**src/rtl/core/mhls_pkg.sv**
```systemverilog
// ----------------------------------------------------------------------------
// mhls_pkg
// Shared types and constants for the header line splitter: byte codes,
// result kinds, limit sizes and the structs passed between modules.
// ----------------------------------------------------------------------------
package mhls_pkg;

  // Storage sizes that bound the programmable limits
  localparam int LineBufferBytes = 4096;
  localparam int HeaderSlots     = 128;

  localparam logic [11:0] LenCapMax =
    (LineBufferBytes - 1 > 4095) ? 12'd4095 : 12'(LineBufferBytes - 1);
  localparam logic [7:0]  HdrCapMax = 8'(HeaderSlots);

  // Register reset values
  localparam logic [11:0] MaxLineLengthReset = 12'd4095;
  localparam logic [7:0]  MaxHeadersReset    = 8'd128;

  // Configuration register indexes
  localparam logic [0:0] RegMaxLineLength = 1'b0;
  localparam logic [0:0] RegMaxHeaders    = 1'b1;

  // Character codes
  localparam logic [7:0] ChNul   = 8'h00;
  localparam logic [7:0] ChCr    = 8'h0D;
  localparam logic [7:0] ChLf    = 8'h0A;
  localparam logic [7:0] ChColon = 8'h3A;
  localparam logic [7:0] ChSpace = 8'h20;
  localparam logic [7:0] ChTab   = 8'h09;

  // Byte classification
  typedef enum logic [2:0] {
    KIND_NAME      = 3'd0,
    KIND_VALUE     = 3'd1,
    KIND_SEP       = 3'd2,
    KIND_END_HDR   = 3'd3,
    KIND_END_INPUT = 3'd4,
    KIND_TOO_LONG  = 3'd5,
    KIND_BODY      = 3'd6
  } kind_t;

  // Effective limits handed to the parser
  typedef struct packed {
    logic [11:0] len_cap;
    logic [7:0]  hdr_cap;
  } mhls_cfg_t;

  // One result
  typedef struct packed {
    logic        header_overflow;
    logic        line_dropped;
    logic        header_complete;
    logic [7:0]  header_index;
    kind_t       kind;
    logic [7:0]  out_byte;
  } mhls_result_t;

endpackage

```
**src/rtl/core/mime_header_line_splitter_core.sv**
```systemverilog
// Path: an input byte passes the input register, then the result register.
// Throughput: 1 byte per cycle unless m_axis stalls; the parser classifies
//   each byte combinationally between the input and result registers.
// Reset: synchronous rst empties both registers, returns the parser to line
//   start with zero length and count, and sets the limits to 4095 and 128.
// ----------------------------------------------------------------------------
// mime_header_line_splitter_core
// Streaming header line splitter: classes each byte of MIME-style header
// text and flags completed, dropped and overflowing header lines.
// ----------------------------------------------------------------------------
module mime_header_line_splitter_core (
  input  logic        clk,
  input  logic        rst,
  // configuration
  input  logic        cfg_we,
  input  logic [0:0]  cfg_addr,
  input  logic [11:0] cfg_data,
  // input stream
  input  logic        s_axis_tvalid,
  output logic        s_axis_tready,
  input  logic [7:0]  s_axis_tdata,   // [7:0] data_byte
  input  logic [0:0]  s_axis_tuser,   // [0] start_block
  // result stream
  output logic        m_axis_tvalid,
  input  logic        m_axis_tready,
  output logic [23:0] m_axis_tdata,   // [7:0] out_byte, [15:8] header_index,
                                      // [16] header_complete, [17] line_dropped,
                                      // [18] header_overflow, [23:19] zero
  output logic [2:0]  m_axis_tuser    // [2:0] kind
);

  logic [11:0] max_line_length;
  logic [7:0]  max_headers;

  logic        in_valid;
  logic [7:0]  in_byte;
  logic        in_start;

  logic        out_free;
  logic        step;

  mhls_pkg::mhls_cfg_t    cfg;
  mhls_pkg::mhls_result_t result;

  // Hold the limit registers
  always_ff @(posedge clk) begin
    if (rst) begin
      max_line_length <= mhls_pkg::MaxLineLengthReset;
      max_headers     <= mhls_pkg::MaxHeadersReset;
    end else if (cfg_we) begin
      unique case (cfg_addr)
        mhls_pkg::RegMaxLineLength: max_line_length <= cfg_data;
        mhls_pkg::RegMaxHeaders:    max_headers     <= cfg_data[7:0];
        default: ;
      endcase
    end
  end

  // Clamp the limits to the storage sizes
  always_comb begin
    cfg.len_cap = (max_line_length > mhls_pkg::LenCapMax) ? mhls_pkg::LenCapMax
                                                          : max_line_length;
    cfg.hdr_cap = (max_headers > mhls_pkg::HdrCapMax) ? mhls_pkg::HdrCapMax
                                                      : max_headers;
  end

  // Handshake: advance when the result register is free or drains
  assign out_free      = !m_axis_tvalid || m_axis_tready;
  assign step          = in_valid && out_free;
  assign s_axis_tready = !in_valid || out_free;

  // Input register
  always_ff @(posedge clk) begin
    if (rst) begin
      in_valid <= 1'b0;
    end else if (s_axis_tready) begin
      in_valid <= s_axis_tvalid;
    end
  end

  always_ff @(posedge clk) begin
    if (s_axis_tvalid && s_axis_tready) begin
      in_byte  <= s_axis_tdata;
      in_start <= s_axis_tuser[0];
    end
  end

  mhls_parse u_parse (
    .clk         (clk),
    .rst         (rst),
    .step        (step),
    .data_byte   (in_byte),
    .start_block (in_start),
    .cfg         (cfg),
    .result      (result)
  );

  // Result register
  always_ff @(posedge clk) begin
    if (rst) begin
      m_axis_tvalid <= 1'b0;
    end else if (out_free) begin
      m_axis_tvalid <= in_valid;
    end
  end

  always_ff @(posedge clk) begin
    if (step) begin
      m_axis_tdata <= {5'd0, result.header_overflow, result.line_dropped,
                       result.header_complete, result.header_index, result.out_byte};
      m_axis_tuser <= result.kind;
    end
  end

endmodule

```
**src/rtl/core/mhls_parse.sv**
```systemverilog
// ----------------------------------------------------------------------------
// mhls_parse
// Per-byte parser: holds phase, line length and header count, and classes
// the current byte combinationally. State advances on each step.
// ----------------------------------------------------------------------------
module mhls_parse (
  input  logic                  clk,
  input  logic                  rst,
  input  logic                  step,
  input  logic [7:0]            data_byte,
  input  logic                  start_block,
  input  mhls_pkg::mhls_cfg_t   cfg,
  output mhls_pkg::mhls_result_t result
);

  typedef enum logic [2:0] {
    PH_LINE_START = 3'd0,
    PH_NAME       = 3'd1,
    PH_SKIP_WS    = 3'd2,
    PH_VALUE      = 3'd3,
    PH_AFTER_CR   = 3'd4,
    PH_START_CR   = 3'd5,
    PH_DONE       = 3'd6
  } phase_t;

  phase_t      phase;
  phase_t      phase_next;
  logic [11:0] line_length;
  logic [11:0] line_length_next;
  logic [7:0]  header_count;
  logic [7:0]  header_count_next;

  phase_t      ph;
  logic [11:0] len_cur;
  logic [7:0]  cnt_cur;
  logic        handled;
  logic        term;

  // Classify the byte and work out the next state
  always_comb begin
    ph      = start_block ? PH_LINE_START : phase;
    len_cur = start_block ? 12'd0 : line_length;
    cnt_cur = start_block ? 8'd0 : header_count;
    handled = 1'b0;
    term    = (data_byte == mhls_pkg::ChNul) || (data_byte == mhls_pkg::ChCr);

    phase_next        = ph;
    line_length_next  = len_cur;
    header_count_next = cnt_cur;

    result.out_byte        = data_byte;
    result.kind            = mhls_pkg::KIND_BODY;
    result.header_index    = cnt_cur;
    result.header_complete = 1'b0;
    result.line_dropped    = 1'b0;
    result.header_overflow = 1'b0;

    // Resolve the byte after a CR
    if (ph == PH_AFTER_CR) begin
      if (data_byte == mhls_pkg::ChLf) begin
        result.kind = mhls_pkg::KIND_SEP;
        phase_next  = PH_LINE_START;
        handled     = 1'b1;
      end else begin
        ph = PH_LINE_START;
      end
    end else if (ph == PH_START_CR) begin
      if (data_byte == mhls_pkg::ChLf) begin
        result.kind = mhls_pkg::KIND_END_HDR;
        phase_next  = PH_DONE;
        handled     = 1'b1;
      end else begin
        result.line_dropped = 1'b1;
        ph = PH_LINE_START;
      end
    end

    if (!handled) begin
      if (ph > PH_VALUE) begin
        // After an end everything is body
        result.kind = mhls_pkg::KIND_BODY;
        phase_next  = PH_DONE;
      end else if (term) begin
        // Close the line
        if (ph == PH_SKIP_WS || ph == PH_VALUE) begin
          if (cnt_cur < cfg.hdr_cap) begin
            result.header_complete = 1'b1;
            header_count_next      = cnt_cur + 8'd1;
          end else begin
            result.header_overflow = 1'b1;
          end
        end else if (ph == PH_NAME) begin
          result.line_dropped = 1'b1;
        end
        line_length_next = 12'd0;
        if (data_byte == mhls_pkg::ChNul) begin
          result.kind = mhls_pkg::KIND_END_INPUT;
          phase_next  = PH_DONE;
        end else begin
          result.kind = mhls_pkg::KIND_SEP;
          phase_next  = (ph == PH_LINE_START) ? PH_START_CR : PH_AFTER_CR;
        end
      end else if (len_cur >= cfg.len_cap) begin
        // Abort on an overlong line
        result.kind = mhls_pkg::KIND_TOO_LONG;
        phase_next  = PH_DONE;
      end else begin
        line_length_next = len_cur + 12'd1;
        if (ph == PH_LINE_START || ph == PH_NAME) begin
          if (data_byte == mhls_pkg::ChColon) begin
            result.kind = mhls_pkg::KIND_SEP;
            phase_next  = PH_SKIP_WS;
          end else begin
            result.kind = mhls_pkg::KIND_NAME;
            phase_next  = PH_NAME;
          end
        end else if (ph == PH_SKIP_WS) begin
          if (data_byte == mhls_pkg::ChSpace || data_byte == mhls_pkg::ChTab) begin
            result.kind = mhls_pkg::KIND_SEP;
            phase_next  = PH_SKIP_WS;
          end else begin
            result.kind = mhls_pkg::KIND_VALUE;
            phase_next  = PH_VALUE;
          end
        end else begin
          result.kind = mhls_pkg::KIND_VALUE;
          phase_next  = PH_VALUE;
        end
      end
    end
  end

  // Advance the parser state on each step
  always_ff @(posedge clk) begin
    if (rst) begin
      phase        <= PH_LINE_START;
      line_length  <= 12'd0;
      header_count <= 8'd0;
    end else if (step) begin
      phase        <= phase_next;
      line_length  <= line_length_next;
      header_count <= header_count_next;
    end
  end

endmodule

```
**config.mk**
```make
export PLATFORM = sky130hd
export DESIGN_NAME = mime_header_line_splitter_core
export DESIGN_NICKNAME = d
export VERILOG_FILES = /design/src/rtl/core/mhls_pkg.sv /design/src/rtl/core/mime_header_line_splitter_core.sv /design/src/rtl/core/mhls_parse.sv
export SDC_FILE = /design/constraint.sdc
export NUM_CORES = 1
export LEC_CHECK = 0
export BUFFER_PORTS_ARGS = -buffer_cell sky130_fd_sc_hd__buf_2
export CAP_MARGIN = 20
export CORE_ASPECT_RATIO = 1.5
export CORE_UTILIZATION = 57
export CTS_CLUSTER_DIAMETER = 200
export DETAILED_ROUTE_END_ITERATION = 10
export MAX_ROUTING_LAYER = met4
export PLACE_DENSITY = 0.79
export SETUP_SLACK_MARGIN = 0.15
export SLEW_MARGIN = 20
export SYNTH_ARGS = -nofsm -noshare
export SYNTH_HDL_FRONTEND = slang
export SYNTH_SLANG_ARGS = --single-unit
```
**constraint.sdc**
```tcl
create_clock -name clk -period 4.3 [get_ports clk]
set_input_delay 0.215 -clock clk [delete_from_list [all_inputs] [get_ports clk]]
set_output_delay 0.215 -clock clk [all_outputs]
set_load 0.02 [all_outputs]
```
### After elaboration in Yosys (flattened, before gate mapping)

Index checks and enable logic that the tools add are counted.

* bits in registers: 76
* bits in latches: 0
* bits in writable memories: 0
* bits in read-only memories: 0
* input port bits: 27
* output and inout port bits: 29
* logic and storage cells: 105
* memories kept: 0

* add/sub/neg operators: 2
* $mul: 0
* divide/modulo/power cells: 0
* magnitude comparators: 5
* equal/unequal tests: 10
* shift operators: 0
* multiplexer cells: 58
* bitwise logic cells: 3
* reductions and logical operators: 15

Operators by type and width (number)
* 2-to-1 mux 12 bit: 6
* 2-to-1 mux 3 bit: 24
* 2-to-1 mux 8 bit: 7
* equality test 8 x 4 -> 1 bit, second input constant: 3
* equality test 8 x 6 -> 1 bit, second input constant: 2
* 2-to-1 mux 1 bit: 14
* 2-to-1 mux 2 bit: 7
* adder 12 x 1 -> 12 bit, second input constant: 1
* >= comparator 12 bit: 1
* > comparator 12 bit, second input constant: 1
* adder 8 x 1 -> 8 bit, second input constant: 1
* > comparator 8 bit, second input constant: 1
* zero test 8 bit: 1
* < comparator 8 bit: 1
* equality test 3 x 2 -> 1 bit, second input constant: 2
* equality test 3 bit, second input constant: 2
* logical OR 1 bit: 6
* AND reduction 2 bit: 2
* OR reduction 4 bit: 1
* equality test 3 x 1 -> 1 bit, second input constant: 1
* > comparator 3 x 2 -> 1 bit, second input constant: 1
* zero test 3 bit: 1
* inverter 1 bit: 3
* logical AND 1 bit: 2
* zero test 1 bit: 2

### Longest topological paths before layout

Gate-level depths: netlist of run 1.

* depth after elaboration: 11
* gate-level depth with buffers: 12
* gate-level depth less buffers: 10

### By module

From an unflattened synthesis of run 1, not the netlist that was laid out.

* cells, all modules: 452
* area total of the unflattened synthesis: 4200.3 um2

By module, submodules not included
* mhls_parse: times used 1, cells an instance 296, area an instance 2192.1 um2, sequential area each 460.4 um2
* mime_header_line_splitter_core: times used 1, cells an instance 156, area an instance 2008.2 um2, sequential area each 1371.3 um2

### Least setup slack after synthesis of run 1

No wires, ideal clock.

* path kind: flip-flop to flip-flop
* start: reg in_start
* end: reg u_parse.line_length[4]
* setup time: 116 ps
* data arrival time: 3213 ps
* data required time: 4184 ps
* slack: 972 ps
* stages on the path, launching flop included: 12
* buffers on the path: 4
* clock period less this slack: 3328 ps
* path through: edfxtp_1 buf_1 clkbuf_1 clkbuf_1 nor2b_1 ha_1 a211oi_1 nand2_1 o41a_1 buf_6 or4_1 a31o_1

* longest elaborated chain between the ends: 7
* elaborated cells between the ends (all ways): 16
* those cells by class: add/sub (1); order compare (2); eq/ne (2); mux (11)

RTL lines
* from (decl): line mime_header_line_splitter_core.sv:37 `logic in_start;`
* from (signal assigned): line mime_header_line_splitter_core.sv:84 `in_start <= s_axis_tuser[0];`
* branches (longest 6 deep; another with adder 12 x 1 -> 12 bit)
* 2-to-1 mux 12 bit (*): line mhls_parse.sv:78 `if (!handled) begin`
* to (signal assigned): line mhls_parse.sv:141 `line_length <= line_length_next;`
* to (decl): line mhls_parse.sv:28 `logic [11:0] line_length;`

Every way passes the cells marked *.
A chain may end at the register's enable or synchronous reset.

### Worst setup path in the final report of run 1

* start: reg in_start
* end: reg u_parse.line_length[3]

The elaborated chain is that of the path after synthesis.

==> key figures, run 1 <==
Drt
  – Routed vias/inst: 6.05
  – Routed wire length per instance: 15.9 um
  – Number of remaining DRC errors: 14
  – Routed wire length: 9080 um
  – Remaining antenna violation count: 0
  – TritonRoute pass-1 iters: 8
  – DR vias: about 3500
  – DRT iter0 DRCs: between 150 and 200

Clock tree
  – H-tree levels: 3
  – Register clock-pin slew on the reported worst setup and hold paths: 80 ps
  – CTS Buf Count: 9
  – Clk_lat worst skew: 370 ps
  – CTS sink count: 76
  – Setup repair bufs after CTS: 0
  – Post-cts sizing count: 0
  – Hold_buf cts: 0
  – Clock buffer depth: 2
  – CTS tree: built
  – CTS Root Cell: clkbuf_8

Setup path
  – CP top delay family: compound AO/OA/AOI/OAI gates
  – CP Max Fanout: 14
  – Startpoint Class: register
  – Critical-path top delay cell: edfxtp_1
  – CP Cell Sequence: inv_1 > nand2_1 > ha_1 > nand2b_4 > a2111oi_4 > nor3_1 > o41a_1 > or4_1 > a32o_1
  – R2r startpoint: in_start$_DFFE_PP_
  – Reg2Reg Depth: 9
  – Worst R2R End: u_parse.line_length[3]$_SDFFE_PP0P_
  – R2R Setup Slk: 1000 ps
  – Worst EP required: 4560 ps
  – Worst Setup End Kind: register
  – CP arrival: 3560 ps
  – CP max stage delay: 590 ps
  – CP Buf/Inv Count: 1
  – Kind of critical path: reg -> reg

Synthesis
  – Ys async rst share: 0%
  – Syn Inst Count: 443
  – Ys Warns: 0
  – Avg Cell Area, Syn: about 9.1 um2
  – Seq/Total Area, Yosys: between 40% and 50%
  – Post-synth EDFFs: 31
  – Synth Cell Area: 4030 um2
  – Yosys cell types: 60
  – Yosys reg bits: 76
  – Main synth FF type: dfxtp_1

Timing
  – Unrepaired setup endpoints after global routing: no
  – Final setup margin: 995 ps
  – Final setup fails: 0
  – Final min period: 3300 ps
  – Final Cycle Share: around 77%
  – Worst slew pin tran: roughly 980 ps
  – Hold_ws: 19.4 ps
  – Final hold vios: 0
  – Max-slew violation count: 0
  – Clock skew: 10.5 ps
  – Max Fclk: 0.303 GHz
  – Setup_tns: 0 ps
  – Slew headroom: 34.4%

Floorplan
  – Die area: 7420 um2
  – # rows: 37
  – Die Y: ~100 um
  – Core Footprint: 6850 um2
  – Chip Width: 70.7 um
  – I/O pin total: 56
  – Initial Utilization: 58.8%

Global route
  – First-pass GRT wire length: 15300 um
  – Grt total ovfl: 0
  – Total track usage: 27.4%
  – Vias in the first global route: 3265
  – Initial antenna violation count: 0
  – Largest net degree at the start of global routing: 26

Min path
  – Hold Crit Depth: 1
  – Hold path endpoint: in_byte[3]$_DFFE_PP_
  – Worst hold-check path type: in -> reg
  – Hold Startpoint: s_axis_tdata[3]

Pwr
  – Power per standard cell area: 324 nW/um2
  – VDD IR-drop max: 208 uV
  – Total leakage power: 1.87 nW

Run status
  – Failing checks: DRC
  – Status: complete, but fails checks

Place
  – Setup WS pre-CTS: 1060 ps
  – Final GP Congestion: 0.925
  – Dpl hpwl: 6650 um
  – IO Port Bufs: 50
  – Placed inst area: between 4000 and 5000 um2

Cells and area
  – Ant diodes: 0
  – Final instance area: 4490 um2
  – Synth-to-Final Area Change: 11.4%
  – Most frequent cells in the layout: 52 x nand2_1, 50 x buf_2, 45 x dfxtp_1
  – Final #Nets: around 540
  – Most common cell after layout, fill and taps aside: nand2_1
  – Layout cells sized above 1: 16.5%
  – Fill count: around 580

Job
  – Max-cap violations: 0
## sequential cells by signal, summed over array words and instances, names as in the netlist
register,count
u_parse.phase,3
u_parse.header_count,8
m_axis_tdata,19
max_line_length,12
in_start,1
max_headers,8
m_axis_tuser,3
in_byte,8
u_parse.line_length,12
m_axis_tvalid,1
in_valid,1
## final cells by class
cell class | instances | area, um2 | share of cell area [%]
Multi-Input combinational cell | 324 | 2010 | 44.8
Tap cell | 78 | 97.6 | 2.17
Clock buffer | 9 | 124 | 2.76
Clock inverter | 7 | 67.6 | 1.50
Timing Repair Buffer | 53 | 273 | 6.07
Inverter | 23 | 86.3 | 1.92
Sequential cell | 76 | 1830 | 40.8
## worst max-delay path by stage
stage	from	slack (ps)	endpoint	cells past startpoint
CTS	in_start$_DFFE_PP_	1030	u_parse.line_length[3]$_SDFFE_PP0P_	9
global route	in_start$_DFFE_PP_	820	u_parse.line_length[3]$_SDFFE_PP0P_	9
global placement	in_start$_DFFE_PP_	1120	u_parse.line_length[3]$_SDFFE_PP0P_	8
floorplan	in_start$_DFFE_PP_	970	u_parse.line_length[4]$_SDFFE_PP0P_	11
finish	in_start$_DFFE_PP_	1000	u_parse.line_length[3]$_SDFFE_PP0P_	9
detailed placement	in_start$_DFFE_PP_	1060	u_parse.line_length[3]$_SDFFE_PP0P_	9
## report_power, final
group	internal (mW)	total, mW	leakage [nW]	switching, mW
registers	0.777	0.794	0.660	0.0176
logic	0.0425	0.127	1.11	0.0844
clock network	0.265	0.532	0.103	0.267
total	1.08	1.45	1.87	0.369
## kinds of logic after synthesis
kind of cell               share of synthesized area [%]
AOI/OAI and AO/OA                                   18.0
adders and majority gates                           6.52
buffers and inverters                               5.03
DFF                                                 45.5
muxes                                              0.497
other                                             0.0930
and+or+nand+nor                                     24.4
## cell usage after synthesis (all sizes together) (3+ instances only)
cell type	instances	area share, %
nor2b	22	3.4
and3	7	1.1
o21ai	22	2.7
o311ai	4	1.1
or2	3	0.47
nor2	37	3.4
a2111o	4	1.1
a21oi	21	2.6
dfxtp	45	22
buf	7	1.3
and4	3	0.65
and2	4	0.62
inv	23	2.1
or4	3	0.56
clkbuf	17	1.6
nand2	52	4.8
a31oi	11	1.7
o211ai	5	0.93
nand3	26	3.2
nand2b	6	1.1
a31o	3	0.65
a211oi	4	0.75
ha	21	6.5
nor3	13	1.6
or3	4	0.62
nand4	8	1.2
edfxtp	31	23
## layer usage
| metal | wire, um | vias to the layer above | global-route usage, % |
|---|---|---|---|
| met5 | 0 | - | - |
| met2 | 4520 | 123 | 44.7 |
| met4 | 343 | 0 | 15.7 |
| li1 | - | 1708 | - |
| met1 | 3720 | 1592 | 30.2 |
| met3 | 498 | 28 | 6.85 |
## metrics by stage
step                      util (%)  total power [mW]  std cells
final                         65.5              1.45        570
after global routing          65.5              1.51        570
after CTS                     65.5              1.46        570
after detailed placement      62.7             0.937        554
after global placement        62.7             0.934        554
after floorplan                  -             0.897        447
(Power assumes the default switching activity.)
==> inputs of run 2 (changes only) <==
- CORE_UTILIZATION: 57 -> 52
- PLACE_DENSITY: 0.79 -> 0.76
- clock period: 4.3 -> 2.8 ns (I/O delays scaled with it)
==> key figures, run 2 (synthesized netlist as in run 1, its figures left out) <==
Drt
  – DRT iter0 DRCs: 186
  – Routed vias/inst: 5.85
  – Number of remaining DRC errors: 0
  – Remaining antenna violation count: 0
  – Routed wire length per instance: roughly 15 um
  – TritonRoute pass-1 iters: 5
  – Routed wire length: about 9600 um
  – DR vias: 3628

Cells and area
  – Fin cells: 620
  – Largest registers: m_axis_tdata: 19 flops, max_line_length: 12 flops, u_parse.line_length: 12 flops
  – Most common cell after layout, fill and taps aside: nand2_1
  – Fill count: 640
  – Layout cells sized above 1: 21.6%
  – Max reg flops: 19
  – Reg with most FFs: m_axis_tdata
  – Most frequent cells in the layout: 51 x nand2_1, 50 x buf_2, 45 x dfxtp_1
  – Final #Nets: 561
  – Ant diodes: 0
  – Synth-to-Final Area Change: 22.1%

Timing
  – Final hold vios: 0
  – Slew headroom: 51.2%
  – Final Cycle Share: 94.5%
  – Worst slew pin tran: 730 ps
  – Final min period: 2650 ps
  – Max Fclk: 0.378 GHz
  – Clock skew: 6.18 ps
  – Unrepaired setup endpoints after global routing: yes
  – Final setup fails: 0
  – Setup_tns: 0 ps
  – Max-slew violation count: 0

Setup path
  – CP Buf/Inv Count: 2
  – Worst EP required: 3030 ps
  – Worst Setup End Kind: register
  – CP arrival: 2880 ps
  – Startpoint Class: register
  – Kind of critical path: reg -> reg
  – CP top delay family: compound AO/OA/AOI/OAI gates
  – CP Max Fanout: 10
  – Critical-path top delay cell: edfxtp_1
  – CP Cell Sequence: buf_6 > nor2b_1 > ha_1 > a211oi_2 > nand2_1 > o41a_1 > buf_4 > o311a_1 > a31o_2
  – CP max stage delay: around 470 ps

Clock tree
  – CTS tree: built
  – H-tree levels: 3
  – Register clock-pin slew on the reported worst setup and hold paths: 60 ps
  – Clock buffer depth: 2
  – CTS sink count: 76
  – Clk_lat worst skew: 340 ps
  – CTS Root Cell: clkbuf_16
  – CTS Buf Count: 9

Place
  – IO Port Bufs: 50
  – Placed insts: just under 600
  – Dpl hpwl: 7000 um
  – Final GP Congestion: ~0.9

Min path
  – Worst hold-check path type: in -> reg

Pwr
  – Power per standard cell area: 520 nW/um2
  – VDD IR-drop max: about 380 uV
  – Total leakage power: 2.03 nW
  – Power, Total: 2.56 mW

Floorplan
  – I/O pin total: 56
  – Chip Width: 73.9 um
  – Initial Utilization: 53.3%
  – Core Footprint: approximately 7600 um2
  – # rows: 39
  – Die area: 8110 um2
  – Die Y: approximately 110 um

Global route
  – Grt total ovfl: 0
  – First-pass GRT wire length: roughly 16000 um
  – Largest net degree at the start of global routing: 23
  – Total track usage: 26.3%
  – Vias in the first global route: 3479
  – Initial antenna violation count: 0

Run status
  – Status: finished clean

Job
  – Max-cap violations: 0
## run 2: cell types whose count changed in the layout (fill, tap and decap cells not counted), sizes merged
cell / change
buf: +17
dlygate4sd3: +9
clkinv: -3
clkbuf: +2
clkinvlp: +1
## run 2: tightest hold or removal path, cell delays in order
cell and delay, ps:
buf_2 80, a21oi_1 40, nor2_1 70
## run 2: repair_timing
item | 4_1_cts | 5_1_grt
endpoints found under the setup margin | 4 | 15
hold buffers | 9 | 0
buffers inserted | 0 | 2
resized for setup | 2 | 11
endpoints found under the hold margin | 9 | 0
pin swaps | 0 | 3
## run 2: power by group
part / leakage, nW / switching (mW) / internal, mW
clock network: 0.139 / 0.432 / 0.685
logic: 1.24 / 0.139 / 0.0847
registers: 0.660 / 0.0261 / 1.20
## run 2: final timing paths
path | start | to | slack [ps] | cells after the start
min reg2reg | max_headers[4]$_SDFFE_PP0P_ | max_headers[4]$_SDFFE_PP0P_ | 460 | 2
max reg2reg | in_start$_DFFE_PP_ | u_parse.line_length[6]$_SDFFE_PP0P_ | 150 | 9
max | in_start$_DFFE_PP_ | u_parse.line_length[6]$_SDFFE_PP0P_ | 150 | 9
min | s_axis_tvalid | in_valid$_SDFFE_PP0N_ | 20 | 3
## run 2: layout make-up
type | count | area, um2 | area share, %
Clock buffer | 11 | 233 | 4.73
Clock inverter | 5 | 52.6 | 1.07
Inverter | 23 | 86.3 | 1.75
Multi-Input combinational cell | 324 | 2100 | 42.6
Sequential cell | 76 | 1830 | 37.2
Tap cell | 102 | 128 | 2.59
Timing Repair Buffer | 79 | 494 | 10.0
## run 2: per-layer routing
metal	wire length [um]	global-route usage (%)	part of all wire, %
met5	0	-	0
met4	262	14.1	2.7
met3	474	6.05	5.0
met2	4980	44.3	52
met1	3850	28.3	40
## run 2: metrics by stage
| step | hold WS (ps) | setup slack, ps | instance area [um2] | util, % |
|---|---|---|---|---|
| 3_5_place_dp | 319 | 122 | 4480 | 59.3 |
| 5_1_grt | 69.1 | -2.58 | 4920 | 65.1 |
| 4_1_cts | 20.1 | 151 | 4870 | 64.4 |
| 2_1_floorplan | 239 | 81.1 | 4120 | - |
| 3_3_place_gp | 321 | 193 | 4480 | 59.3 |
| 6_report | 22.0 | 155 | 4920 | 65.1 |
